$ cat config.mk
export PLATFORM = sky130hd
export DESIGN_NAME = tcs_queue
export DESIGN_NICKNAME = d
export VERILOG_FILES = /design/src/rtl/tcs_queue.sv
export SDC_FILE = /design/constraint.sdc
export NUM_CORES = 1
export LEC_CHECK = 0
export BUFFER_PORTS_ARGS = -buffer_cell sky130_fd_sc_hd__buf_2
export CAP_MARGIN = 20
export CORE_ASPECT_RATIO = 1.75
export CORE_UTILIZATION = 35
export CTS_BUF_LIST = sky130_fd_sc_hd__clkbuf_4 sky130_fd_sc_hd__clkbuf_8 sky130_fd_sc_hd__clkbuf_16
export DETAILED_ROUTE_END_ITERATION = 10
export GPL_TIMING_DRIVEN = 0
export PLACE_DENSITY = 0.59
export SLEW_MARGIN = 30
export SYNTH_ARGS = -nofsm -noshare
export SYNTH_HDL_FRONTEND = slang
export SYNTH_SLANG_ARGS = --single-unit
$ cat constraint.sdc
create_clock -name clk -period 2.8 [get_ports clk]
set_input_delay 0 -clock clk [delete_from_list [all_inputs] [get_ports clk]]
set_output_delay 0 -clock clk [all_outputs]
set_load 0.01 [all_outputs]
$ cat src/rtl/tcs_queue.sv
`timescale 1ns / 1ps
module tcs_queue #(
  parameter int W = 21
) (
  input  logic         clk,
  input  logic         rst_n,
  input  logic         push,
  input  logic [W-1:0] push_data,
  output logic         full,
  input  logic         pop,
  output logic [W-1:0] pop_data,
  output logic         empty
);

  logic [W-1:0] slot_r [2];
  logic         wr_ptr_r, wr_ptr_nxt;
  logic         rd_ptr_r, rd_ptr_nxt;
  logic [1:0]   count_r, count_nxt;

  assign full     = count_r == 2'd2;
  assign empty    = count_r == 2'd0;
  assign pop_data = slot_r[rd_ptr_r];

  always_comb begin
    wr_ptr_nxt = push ? !wr_ptr_r : wr_ptr_r;
    rd_ptr_nxt = pop ? !rd_ptr_r : rd_ptr_r;
    count_nxt  = count_r + {1'b0, push} - {1'b0, pop};
  end

  always_ff @(posedge clk) begin
    if (!rst_n) begin
      wr_ptr_r <= 1'b0;
      rd_ptr_r <= 1'b0;
      count_r  <= 2'd0;
    end else begin
      wr_ptr_r <= wr_ptr_nxt;
      rd_ptr_r <= rd_ptr_nxt;
      count_r  <= count_nxt;
    end
  end

  always_ff @(posedge clk) begin
    if (push) begin
      slot_r[wr_ptr_r] <= push_data;
    end
  end

endmodule

==> metrics <==
CTS tree yes; final non-filler cell total between 200 and 250; Starting Density between 30% and 40%; fill count approximately 420; Total Wirelength 2839 um; Internal between 1000 and 1500 uW; Post-Synthesis Net Count between 100 and 150; CP startpoint kind flop; largest buffer count on any clock path 2; DP Cell Count 185; total congestion overflow 0; die height 95.42 um; drt first-iter violations 23; Tot GR Track Use 11.78%; hpwl dp ~1900 um; Post-CTS Hold Fix Bufs 22; Synth Register Bits 47; worst-skew pair later-pin latency approximately 0.29 ns; Max Clock Freq around 700 MHz; drt pass-1 iters 4; post-synthesis sequential area ratio a little under 80%; synthesized cell area 1745 um2; GPL Wtd Cong roughly 0.64; share of cells above drive strength 1 between 40% and 50%; critical path arrival approximately 1.7 ns; I/O Pins between 40 and 50; Clock Sinks between 40 and 50; clk slew on worst S/H paths 0.07 ns; row count 33; Final ANT Viol Nets 0; Fin Setup TNS 0 ns; worst-margin pin slew ~0.65 ns; root buffer cell clkbuf_8; Netlist cell types 12; unrepaired setup endpoints after global routing false; FF-to-FF path depth 6; FF-to-FF End count_r[1]; status finished, final reports clean; Net Sw Frac a little over a fifth; vias in the first global route between 900 and 1000; Post-Syn Area per Cell a little over 20 um2; Vias between 900 and 1000; Core Region between 4000 and 5000 um2; Static Leakage ~0.00092 uW; final setup margin around 1.4 ns; slew margin rel. a little under three fifths; sequential share of power between 50% and 60%; Critical R2R Launch count_r[0]; nets@finish around 190; CTS resizes 0; Via density approximately 4.5; synthesized instance count 86; Comb power frac 14.8%; Setup violations, final 0; clock power share a little over a quarter; worst-path fanout max 3; Worst Min Path Start pop; Post-CTS Repair Setup Buffers 0; R2R Setup Slk ~1.4 ns; Die W around 55 um; post-placement setup slack ~1.2 ns; CTS Buf Count 5; Hold/Removal Path Class input port to flop; DRC violations left 0; largest net degree at the start of global routing 23; Slew Limit Fails 0; Psw approximately 300 uW; IO buf count between 40 and 50; minimum clock period between 1 and 1.5 ns; pwr/cell area 597.5 nW/um2; initial antenna violation count 0; post-layout util between 40% and 50%; Synth-to-Final Area Change 35.13%; MaxCap Viol Count 0; DR WL/cell 13.20 um; hold violation count in the final report 0; final worst path period share between 50% and 60%; Peak supply drop 0.4053 mV; Worst Hold Depth 3; Worst Path Required a little over 3 ns; H-tree Lvls 2; die area roughly 5300 um2; crit path kind flop to flop; total power between 1000 and 1500 uW; Synthesis Warnings 0; clk_skew 0.002560 ns; CP Capture Type flop; first-pass GRT wire length 4464 um; antenna fix cells 0
[worst max-delay path: stages (launching register included)]
cell and delay (ns):
dfxtp_1 0.37, inv_1 0.06, ha_1 0.26, inv_1 0.06
ha_1 0.15, xnor3_1 0.37, nor2b_1 0.11
[layer usage]
metal / part of all wire (%) / track usage (%) / vias up
met2: 55 / 21.29 / 37
li1: - / - / 478
met4: 2.3 / 6.875 / 0
met3: 5.5 / 3.799 / 6
met1: 38 / 11.72 / 439
met5: 0 / 0 / -
[placed cells by master, fill, tap and decap left out, drive strengths merged, types with 2 or more instances in the layout]
| master | instances |
|---|---|
| dfxtp | 5 |
| nor2b | 4 |
| buf | 49 |
| inv | 2 |
| clkinv | 2 |
| ha | 2 |
| clkbuf | 6 |
| mux2 | 21 |
| edfxtp | 42 |
| dlygate4sd3 | 22 |
| and2 | 4 |
[Yosys cell counts]
cell type | n | area, um2
buf_6 | 2 | 22.52
and2_1 | 4 | 25.02
nor2b_1 | 4 | 25.02
o21a_1 | 1 | 7.510
ha_1 | 2 | 25.02
inv_1 | 2 | 7.510
xnor3_1 | 1 | 22.52
mux2_2 | 21 | 236.5
nor2_1 | 1 | 3.750
xor2_1 | 1 | 8.760
dfxtp_1 | 5 | 100.1
edfxtp_1 | 42 | 1261
[layout make-up]
| cell class | instances | area [um2] | area share [%] |
|---|---|---|---|
| Clock inverter | 2 | 7.507 | 0.3183 |
| Inverter | 2 | 7.507 | 0.3183 |
| Tap cell | 52 | 65.06 | 2.759 |
| Timing Repair Buffer | 69 | 455.4 | 19.31 |
| Multi-Input combinational cell | 35 | 362.8 | 15.38 |
| Clock buffer | 6 | 76.32 | 3.236 |
| Sequential cell | 47 | 1361 | 57.72 |
| Buffer | 2 | 22.52 | 0.9549 |
[flip-flops by register name, indices dropped and copies added, names as in the netlist, named ones only]
name and flops:
slot_r 42, wr_ptr_r 1, count_r 2, rd_ptr_r 1
[per-stage QoR]
stage	hold slack, ns	area (um2)
after floorplan	0.09887	1745
after global placement	0.1883	2046
after detailed placement	0.1931	2053
after CTS	0.05689	2357
after global routing	0.06768	2359
final	0.06093	2359
[kinds of logic after synthesis]
group	share of synthesized area, %
AO/OA/AOI/OAI	0.4303
AND/OR/NAND/NOR	3.082
multiplexers	13.55
XOR/XNOR	1.792
adder cells (fa/ha/maj)	1.433
buffers and inverters	1.720
flip-flops	77.99
[power groups by stage]
stage                     Combinational [uW]  Clock (uW)  Sequential (uW)
after CTS                                213         392              825
after floorplan                          116           0              836
after global routing                     231         419              828
after global placement                   183           0              838
final                                    208         376              825
after detailed placement                 189           0              841
[how the worst max path moves through the flow]
stage / startpoint / to / slack, ns / depth (start not counted)
2_1_floorplan: wr_ptr_r / slot_r[0][0] / 1.10 / 1
3_3_place_gp: wr_ptr_r / slot_r[0][8] / 0.58 / 1
3_5_place_dp: wr_ptr_r / slot_r[1][8] / 1.16 / 1
4_1_cts: wr_ptr_r / slot_r[1][11] / 1.15 / 1
5_1_grt: count_r[0] / count_r[1] / 1.24 / 6
6_report: count_r[0] / count_r[1] / 1.37 / 6
(Power assumes the default switching activity.)
