--- src/rtl/tcs_pkg.sv ---
`timescale 1ns / 1ps
package tcs_pkg;

  localparam logic [7:0]  NEWLINE_CODE = 8'd10;
  localparam logic [15:0] RESET_CELL   = 16'h0220;
  localparam logic [7:0]  RESET_COLOR  = 8'h02;
  localparam logic [15:0] RESET_BLANK  = 16'hFF00;

  localparam logic KIND_PUT  = 1'b0;
  localparam logic KIND_READ = 1'b1;

  localparam logic CFG_TEXT_COLOR = 1'b0;
  localparam logic CFG_BLANK_CELL = 1'b1;

  typedef enum logic [1:0] {
    OP_PUT,
    OP_NEWLINE,
    OP_READ,
    OP_READ_NONE
  } op_t;

  typedef struct packed {
    op_t        op;
    logic [7:0] ch;
  } cmd_t;

  typedef enum logic [2:0] {
    ST_CLEAR,
    ST_IDLE,
    ST_READ,
    ST_COPY,
    ST_FILL
  } state_t;

endpackage

--- src/rtl/tcs_front.sv ---
`timescale 1ns / 1ps
module tcs_front #(
  parameter int COLUMNS = 80,
  parameter int ROWS    = 25,
  parameter int AW      = 11
) (
  input  logic          in_tvalid,
  output logic          in_tready,
  input  logic          in_tuser,   // kind
  input  logic [23:0]   in_tdata,   // char_code[7:0], read_row[12:8], read_col[19:13]
  input  logic          q_full,
  input  logic          clearing,
  output logic          push,
  output tcs_pkg::cmd_t cmd,
  output logic [AW-1:0] addr
);

  logic [7:0] ch;
  logic [4:0] rd_row;
  logic [6:0] rd_col;
  logic       in_range;

  assign ch     = in_tdata[7:0];
  assign rd_row = in_tdata[12:8];
  assign rd_col = in_tdata[19:13];

  assign in_tready = !q_full && !clearing;
  assign push      = in_tvalid && in_tready;

  assign in_range = (32'(rd_row) < 32'(ROWS)) && (32'(rd_col) < 32'(COLUMNS));

  always_comb begin
    cmd.ch = ch;
    addr   = AW'(32'(rd_row) * 32'(COLUMNS) + 32'(rd_col));
    if (in_tuser == tcs_pkg::KIND_READ) begin
      cmd.op = in_range ? tcs_pkg::OP_READ : tcs_pkg::OP_READ_NONE;
    end else if (ch == tcs_pkg::NEWLINE_CODE) begin
      cmd.op = tcs_pkg::OP_NEWLINE;
    end else begin
      cmd.op = tcs_pkg::OP_PUT;
    end
  end

endmodule

--- config.mk ---
export PLATFORM = sky130hd
export DESIGN_NAME = tcs_front
export DESIGN_NICKNAME = d
export VERILOG_FILES = /design/src/rtl/tcs_pkg.sv /design/src/rtl/tcs_front.sv
export SDC_FILE = /design/constraint.sdc
export NUM_CORES = 1
export LEC_CHECK = 0
export BUFFER_PORTS_ARGS = -buffer_cell sky130_fd_sc_hd__buf_2
export CORE_AREA = 4 4 41 43
export DETAILED_ROUTE_END_ITERATION = 6
export DIE_AREA = 0 0 45 47
export GPL_TIMING_DRIVEN = 1
export PLACE_DENSITY = 0.77
export RECOVER_POWER = 100
export REMOVE_ABC_BUFFERS = 1
export SLEW_MARGIN = 15
export SYNTH_ARGS = -nofsm -noshare
export SYNTH_HDL_FRONTEND = slang
export SYNTH_SLANG_ARGS = --single-unit
export TNS_END_PERCENT = 20
--- constraint.sdc ---
create_clock -name vclk -period 2.85
set_input_delay 0.285 -clock vclk [all_inputs]
set_output_delay 0.285 -clock vclk [all_outputs]
set_load 0.005 [all_outputs]
==> summary.md, run 1 <==
| Metric | Value |
|---|---|
| Final min period | `2.43 ns` |
| Simple-gate area share of the yosys netlist | `10.6%` |
| Via Count | `429` |
| Layout area overhead | `25.5%` |
| Setup violations, final | `0` |
| Average size of a mapped cell | `8.60 um^2` |
| Initial DRC Count | `4` |
| CTS resizes | `0` |
| Routed Antenna Nets | `0` |
| Post-synthesis compound-gate area fraction | `13.9%` |
| Post-Synth Adder-Cell Area | `a little under two fifths` |
| RSZ-0062 raised after global routing | `no` |
| Mux cell area share after synthesis | `0%` |
| CP required | `2.57 ns` |
| Via count of the first global-routing pass | `approximately 420` |
| Final Non-Filler Cells | `slightly below 90` |
| Leading cell type in the layout, fill and taps excluded | `buf_2` |
| CTS Hold Bufs | `0` |
| N_diodes | `0` |
| Achievable Freq | `between 0.4 and 0.5 GHz` |
| Leakage | `0.000291 uW` |
| Worst Setup Path Type | `primary input to output pin` |
| Power per cell area | `216 nW/um^2` |
| Mapped Cells | `48` |
| Unique masters post-synth | `16` |
| First-pass GRT wire length | `1610 um` |
| Tot GR Track Use | `9.55%` |
| Post-Place Cells | `about 90` |
| Via-to-Cell Ratio | `4.82` |
| Final Max Tran Viols | `0` |
| Min-Delay Endpoint | `addr[2]` |
| Routability cong. | `between 0.6 and 0.7` |
| Sequential share of the synthesized area | `0%` |
| Largest net degree at the start of global routing | `5` |
| Final total power | `between 100 and 150 uW` |
| Die Y | `47 um` |
| Routed WL | `981 um` |
| Routed WL per cell | `11.0 um` |
| Tcrit/Tclk final | `85.4%` |
| Layout cells sized above 1 | `40.5%` |
| Max-cap viol count | `0` |
| Starting Density | `between 30% and 40%` |
| Crit end category | `output pin` |
| CP Max Fanout | `4` |
| Number of fill cells in the layout | `150` |
| Hold Path Stages | `0` |
| Die ar. | `between 2000 and 2500 um^2` |
| # clk buffers | `0` |
| Xor and xnor area share after synthesis | `around 15%` |
| Core footprint | `1300 um^2` |
| Main combinational cell family by area after synthesis | `adder cells` |
| Layout sequential cell count | `0` |
| Die Wd | `45 um` |
| Row count | `13` |
| Peak VDD IR | `0.0997 mV` |
| Hpwl dp | `931 um` |
| Slew HR | `79.5%` |
| Commonest cells after routing, fill and taps aside | `buf_2 (29), ha_1 (9), clkbuf_1 (9), xnor2_1 (4)` |
| Number of nets in the layout | `115` |
| Startpoint class of the critical path | `primary input` |
| DRC | `0` |
| Min-Delay Path Class | `primary input to output pin` |
| Synth Cell Area | `413 um^2` |
| Pre-antenna DRT Iters | `3` |
| Status | `finished clean` |
| # IOs | `51` |
| Worst Path Arrival | `2.15 ns` |
| Gr ovfl total | `0` |
| Setup repair bufs after CTS | `0` |
| FF/Latch Area | `0 um^2` |
| Hold_sp | `in_tdata[15]` |
| Setup TNS | `0 ns` |
| Initial antenna violation count | `0` |
| Port bufs | `39` |
| YS warnings | `0` |
| Final Hold Viols | `0` |
| Slew @ Worst Pin | `0.303 ns` |
## worst max path at each step
| stage | from | end | slack, ns | cells past startpoint |
|---|---|---|---|---|
| 2_1_floorplan | in_tdata[9] | addr[10] | 0.76 | 7 |
| 3_3_place_gp | in_tdata[9] | addr[10] | 0.41 | 9 |
| 3_5_place_dp | in_tdata[9] | addr[10] | 0.41 | 9 |
| 4_1_cts | in_tdata[9] | addr[10] | 0.40 | 9 |
| 5_1_grt | in_tdata[9] | addr[10] | 0.27 | 9 |
| 6_report | in_tdata[9] | addr[10] | 0.42 | 9 |
## critical path, cell delays in order
cell and delay, ns:
buf_2 0.13, ha_1 0.29, ha_1 0.23, fa_1 0.38
xor2_1 0.22, nand4_1 0.14, xnor2_1 0.21, xnor2_1 0.14
clkbuf_2 0.13
## report_power, final
| part | switching (uW) | internal, uW | total [uW] | leakage, uW |
|---|---|---|---|---|
| Clock | 0 | 0 | 0 | 0 |
| Combinational | 55.3 | 56.8 | 112 | 0.000291 |
| Sequential | 0 | 0 | 0 | 0 |
## synthesized netlist by cell type
cell type,instances,share of area [%]
buf_4,13,24
ha_1,9,27
xnor2_1,4,8.5
a21o_1,3,5.5
a21oi_1,3,3.6
xor2_1,3,6.4
fa_1,2,9.7
nand2_1,2,1.8
nor2_1,2,1.8
a31oi_1,1,1.5
and2_1,1,1.5
nand4_1,1,1.5
nor4_1,1,1.5
nor4bb_1,1,2.4
o21ai_0,1,1.2
o311ai_0,1,2.1
## area by class of cell
class              count  area, um^2  share of cell area, %
multi-input cells     35         315                   60.9
repair buffers        39         184                   35.5
well taps             15        18.8                   3.62
## metal layers
layer | GRT usage, % | share of wire (%) | vias to the layer above
met5 | 0 | 0 | -
met1 | 11.3 | 34 | 182
met2 | 19.2 | 45 | 35
met4 | 0 | 0 | 0
li1 | - | - | 212
met3 | 1.15 | 21 | 0
## cell families (layout without fill, tap and decap cells)
| group | Yosys count | count (layout) |
|---|---|---|
| and+or+nand+nor | 8 | 8 |
| adders and majority gates | 11 | 11 |
| buffers and inverters | 13 | 39 |
| AOI/OAI and AO/OA | 9 | 9 |
| xor gates and xnor gates | 7 | 7 |
## through the flow
stage	hold WS (ns)	setup WS [ns]	instance area (um^2)	utilization, %
after detailed placement	0.570	0.409	529	40.7
after CTS	0.570	0.398	529	40.7
after global routing	0.570	0.271	518	39.8
final	0.570	0.415	518	39.8
after floorplan	0.570	0.763	315	-
after global placement	0.570	0.413	529	40.7
Power figures use the tool's default switching activity.
==> inputs of run 2 (changes only) <==
--- a/config.mk
+++ b/config.mk
@@ -15,3 +15,3 @@
 export REMOVE_ABC_BUFFERS = 1
-export SLEW_MARGIN = 15
+export SLEW_MARGIN = 20
 export SYNTH_ARGS = -nofsm -noshare
==> constraint.sdc (replaced) <==
create_clock -name vclk -period 2.85
set_input_delay 0.57 -clock vclk [all_inputs]
set_output_delay 0.57 -clock vclk [all_outputs]
set_load 0.1 [all_outputs]
==> summary.md, run 2 (synthesis results as in run 1) <==
| Metric | Value |
|---|---|
| Sw Ratio | `70.3% (was 49.3%)` |
| Max-cap viol count | `0 (unchanged)` |
| Setup violations, final | `2 (was 0)` |
| # clk buffers | `0 (unchanged)` |
| Gate power share | `100.0% (about the same)` |
| Post-Place Cells | `94 (was 89)` |
| Final Max Tran Viols | `0 (unchanged)` |
| Largest net degree at the start of global routing | `5 (unchanged)` |
| RSZ-0062 raised after global routing | `yes (was no)` |
| Peak VDD IR | `0.495 mV (was 0.0997 mV)` |
| Worst path cell trace | `buf_8, ha_4, ha_4, fa_2, xor2_2, nand4_1, xnor2_1, xnor2_1, bufbuf_16 (was buf_2, ha_1, ha_1, fa_1, xor2_1, nand4_1, xnor2_1, xnor2_1, clkbuf_2)` |
| Final total power | `438 uW (was 112 uW)` |
| Power per cell area | `634 nW/um^2 (was 216 nW/um^2)` |
| Worst setup margin | `-0.153 ns (was 0.415 ns)` |
| Starting Density | `31.7% (unchanged)` |
| Die ar. | `2120 um^2 (unchanged)` |
| Via-to-Cell Ratio | `4.96 (was 4.82)` |
| Layout sequential cell count | `0 (unchanged)` |
| Hpwl dp | `1050 um (was 931 um)` |
| CTS Hold Bufs | `0 (unchanged)` |
| Final min period | `3.00 ns (was 2.43 ns)` |
| Setup TNS | `-0.218 ns (was 0 ns)` |
| Final Non-Filler Cells | `97 (was 89)` |
| N_diodes | `0 (unchanged)` |
| Layout area overhead | `67.3% (was 25.5%)` |
| Leakage | `0.000357 uW (was 0.000291 uW)` |
| Sequential Power Share | `0% (about the same)` |
| CP required | `2.28 ns (was 2.57 ns)` |
| Final Hold Viols | `0 (unchanged)` |
| Number of fill cells in the layout | `140 (was 150)` |
| Met3 WL | `215 um (was 205 um)` |
| CP max stage delay | `0.37 ns (was 0.38 ns)` |
| Failing checks | `setup timing` |
| Port bufs | `39 (unchanged)` |
| Worst Path Arrival | `2.43 ns (was 2.15 ns)` |
| Via count of the first global-routing pass | `492 (was 424)` |
| Die Y | `47 um (unchanged)` |
| Initial DRC Count | `0 (was 4)` |
| Number of nets in the layout | `123 (was 115)` |
| Routed Antenna Nets | `0 (unchanged)` |
| Via Count | `481 (was 429)` |
| Crit path buf inv count | `2 (unchanged)` |
| Routed length on met2 | `717 um (was 442 um)` |
| FF/Latch Area | `0 um^2 (unchanged)` |
| CP Max Fanout | `2 (was 4)` |
| Worst Hold Slack | `1.14 ns (was 0.570 ns)` |
| M1 WL | `409 um (was 333 um)` |
| Die Wd | `45 um (unchanged)` |
| Achievable Freq | `0.333 GHz (was 0.411 GHz)` |
| Layout cells sized above 1 | `51.2% (was 40.5%)` |
| Tcrit/Tclk final | `105% (was 85.4%)` |
| Top cell family by delay on the critical path | `adder cells (unchanged)` |
| Pre-antenna DRT Iters | `1 (was 3)` |
| Startpoint class of the critical path | `primary input (unchanged)` |
| Row count | `13 (unchanged)` |
| Tot GR Track Use | `11.9% (was 9.55%)` |
| Routed WL per cell | `13.9 um (was 11.0 um)` |
| Gr ovfl total | `0 (unchanged)` |
| Final instance area | `691 um^2 (was 518 um^2)` |
| Clock power frac | `0% (about the same)` |
| Dpl cell area | `627 um^2 (was 529 um^2)` |
| Slew HR | `22.3% (was 79.5%)` |
| Slowest CP cell | `fa_2 (was fa_1)` |
| Status | `complete, but fails checks (was finished clean)` |
| Crit end category | `output pin (unchanged)` |
| Core footprint | `1300 um^2 (unchanged)` |
| Initial antenna violation count | `0 (unchanged)` |
| Area of the multi-input gates | `364 um^2 (was 315 um^2)` |
| Slew @ Worst Pin | `1.17 ns (was 0.303 ns)` |
| P_sw | `308 uW (was 55.3 uW)` |
| Worst Setup Path Type | `primary input to output pin (unchanged)` |
| Commonest cells after routing, fill and taps aside | `buf_2 (18), clkbuf_1 (12), buf_4 (8), ha_1 (6), clkbuf_2 (4) (was buf_2 (29), ha_1 (9), clkbuf_1 (9), xnor2_1 (4))` |
| Routed WL | `1350 um (was 981 um)` |
| Leading cell type in the layout, fill and taps excluded | `buf_2 (unchanged)` |
| Min-Delay Path Class | `primary input to output pin (unchanged)` |
| First-pass GRT wire length | `1890 um (was 1610 um)` |
| Routability cong. | `0.640 (was 0.636)` |
| # IOs | `51 (unchanged)` |
| Uppermost layer routed | `met4 (was met3)` |
| DRC | `0 (unchanged)` |
| Pint | `130 uW (was 56.8 uW)` |
run 2: through the flow:
step	utilization [%]	setup slack [ns]
after floorplan	-	-1.19
after global placement	48.2	-0.231
after detailed placement	48.2	-0.229
after CTS	55.0	-0.158
after global routing	53.1	-0.281
final	53.1	-0.153
run 2: repair_timing:
action	in CTS	in global routing
gates resized for setup	11	2
endpoints found under the setup margin	3	3
pin swaps	8	5
setup buffers	3	0
run 2: worst paths after layout:
kind / from / endpoint / cells after the start
setup / recovery: in_tdata[11] / addr[10] / 9
hold / removal: in_tdata[15] / addr[2] / 0
run 2: area by class of cell:
| type | instances | share of cell area [%] |
|---|---|---|
| Multi-Input combinational cell | 35 | 52.7 |
| Timing Repair Buffer | 47 | 44.6 |
| Tap cell | 15 | 2.72 |
run 2: power by group through the flow:
stage	logic, uW	registers (uW)	clock network, uW
2_1_floorplan	250	0	0
3_3_place_gp	423	0	0
3_5_place_dp	426	0	0
4_1_cts	460	0	0
5_1_grt	456	0	0
6_report	438	0	0
run 2: per-layer routing:
layer  vias up  global-route usage [%]
met2        37                    27.4
met1       214                    10.5
li1        228                       -
met3         2                    2.30
met4         0                    1.17
met5         -                       0
==> inputs of run 3 (changes only) <==
- REMOVE_ABC_BUFFERS: 1 -> default
==> summary.md, run 3 (synthesis results as in run 1) <==
| Metric | Value |
|---|---|
| First-pass GRT wire length | `2070 um (was 1890 um)` |
| Slew @ Worst Pin | `1.17 ns (about the same)` |
| Failing checks | `setup timing (unchanged)` |
| Via Count | `487 (was 481)` |
| Row count | `13 (unchanged)` |
| Routed Antenna Nets | `0 (unchanged)` |
| Initial DRC Count | `2 (was 0)` |
| Worst path cell trace | `buf_8, ha_4, ha_4, fa_2, nand4_1, xnor2_2, xnor2_4, buf_12 (was buf_8, ha_4, ha_4, fa_2, xor2_2, nand4_1, xnor2_1, xnor2_1, bufbuf_16)` |
| Via count of the first global-routing pass | `491 (was 492)` |
| Power per cell area | `592 nW/um^2 (was 634 nW/um^2)` |
| Worst setup margin | `-0.119 ns (was -0.153 ns)` |
| DRC | `0 (unchanged)` |
| Layout area overhead | `92.1% (was 67.3%)` |
| Final Hold Viols | `0 (unchanged)` |
| Leakage | `0.000389 uW (was 0.000357 uW)` |
| # IOs | `51 (unchanged)` |
| Min-Delay Path Class | `primary input to output pin (unchanged)` |
| Routed WL | `1370 um (was 1350 um)` |
| FF/Latch Area | `0 um^2 (unchanged)` |
| Tcrit/Tclk final | `104% (was 105%)` |
| Setup violations, final | `2 (unchanged)` |
| Routed WL per cell | `13.5 um (was 13.9 um)` |
| Worst Setup Path Type | `primary input to output pin (unchanged)` |
| N_diodes | `0 (unchanged)` |
| CP max stage delay | `0.54 ns (was 0.37 ns)` |
| Worst Setup EP | `addr[10] (unchanged)` |
| Via-to-Cell Ratio | `4.82 (was 4.96)` |
| Worst Path Arrival | `2.40 ns (was 2.43 ns)` |
| Tot GR Track Use | `13.1% (was 11.9%)` |
| Net count after synthesis | `87` |
| Slowest CP cell | `fa_2 (unchanged)` |
| Final Max Tran Viols | `0 (unchanged)` |
| Leading cell type in the layout, fill and taps excluded | `buf_2 (unchanged)` |
| CP required | `2.28 ns (about the same)` |
| Gr ovfl total | `0 (unchanged)` |
| Hold Path Stages | `0 (unchanged)` |
| Number of nets in the layout | `127 (was 123)` |
| Critical Path Start | `in_tdata[11] (unchanged)` |
| Commonest cells after routing, fill and taps aside | `buf_2 (18), clkbuf_1 (12), buf_4 (11), ha_1 (5), ha_4 (4) (was buf_2 (18), clkbuf_1 (12), buf_4 (8), ha_1 (6), clkbuf_2 (4))` |
| Slew HR | `22.3% (about the same)` |
| Worst path depth | `8 (was 9)` |
| Crit path buf inv count | `2 (unchanged)` |
| CTS Hold Bufs | `0 (unchanged)` |
| Die Y | `47 um (unchanged)` |
| Peak VDD IR | `0.423 mV (was 0.495 mV)` |
| Routability cong. | `0.681 (was 0.640)` |
| CP Max Fanout | `2 (unchanged)` |
| Initial antenna violation count | `0 (unchanged)` |
| Port bufs | `39 (unchanged)` |
| # clk buffers | `0 (unchanged)` |
| Die Wd | `45 um (unchanged)` |
| Pre-antenna DRT Iters | `3 (was 1)` |
| Top cell family by delay on the critical path | `adder cells (unchanged)` |
| Starting Density | `31.7% (unchanged)` |
| Max-cap viol count | `0 (unchanged)` |
| Final min period | `2.97 ns (was 3.00 ns)` |
| Startpoint class of the critical path | `primary input (unchanged)` |
| Worst Hold Slack | `1.14 ns (about the same)` |
| Core footprint | `1300 um^2 (unchanged)` |
| RSZ-0062 raised after global routing | `yes (unchanged)` |
| Die ar. | `2120 um^2 (unchanged)` |
| Final total power | `470 uW (was 438 uW)` |
| Crit end category | `output pin (unchanged)` |
| Layout cells sized above 1 | `59.3% (was 51.2%)` |
| Most frequent CP cell | `ha_4` |
| Largest net degree at the start of global routing | `5 (unchanged)` |
| Setup TNS | `-0.138 ns (was -0.218 ns)` |
| Pre-CTS WS | `-0.279 ns (was -0.229 ns)` |
| Status | `complete, but fails checks (unchanged)` |
| Layout sequential cell count | `0 (unchanged)` |
| Hpwl dp | `1110 um (was 1050 um)` |
| Achievable Freq | `0.337 GHz (was 0.333 GHz)` |
-- run 3: changes by cell type in the layout (fill, tap and decap cells not counted), moves of 2 or more --
cell      before  now
buf_4          8   11
clkbuf_4       0    2
clkbuf_2       4    2
buf_6          1    3
xnor2_1        3    0
ha_4           2    4
xnor2_2        1    3
-- run 3: power by group --
part	total, uW	switching [uW]	internal [uW]
Clock	0	0	0
Sequential	0	0	0
Combinational	470	325	145
-- run 3: per-layer routing --
metal | GRT usage, % | vias to the layer above | part of all wire, %
met4 | 4.09 | 0 | 3.0
met3 | 2.30 | 4 | 12
met1 | 12.3 | 218 | 32
met2 | 28.0 | 30 | 53
li1 | - | 235 | -
met5 | 0 | - | 0
-- run 3: cell type report --
class / count / area, um^2
tap: 15 / 18.8
timing repair buffer: 51 / 332
multi-input combinational: 35 / 443
fill: 121 / 508
-- run 3: repair_timing --
item,CTS,global route
buffers inserted,3,0
gates resized for setup,14,5
setup endpoints to repair,2,2
pin swaps,7,5
gates cloned,0,0
-- run 3: metrics by stage --
step | instances | area (um^2) | utilization [%]
2_1_floorplan | 48 | 454 | -
3_3_place_gp | 99 | 721 | 55.4
3_5_place_dp | 99 | 721 | 55.4
4_1_cts | 101 | 816 | 62.7
5_1_grt | 101 | 793 | 61.0
6_report | 101 | 793 | 61.0
-- run 3: worst min-delay path by stage --
stage | slack (ns) | endpoint | startpoint
global route | 1.14 | addr[1] | in_tdata[14]
detailed placement | 1.14 | addr[2] | in_tdata[15]
CTS | 1.14 | addr[2] | in_tdata[15]
floorplan | 1.35 | addr[0] | in_tdata[13]
global placement | 1.14 | addr[2] | in_tdata[15]
finish | 1.14 | addr[0] | in_tdata[13]
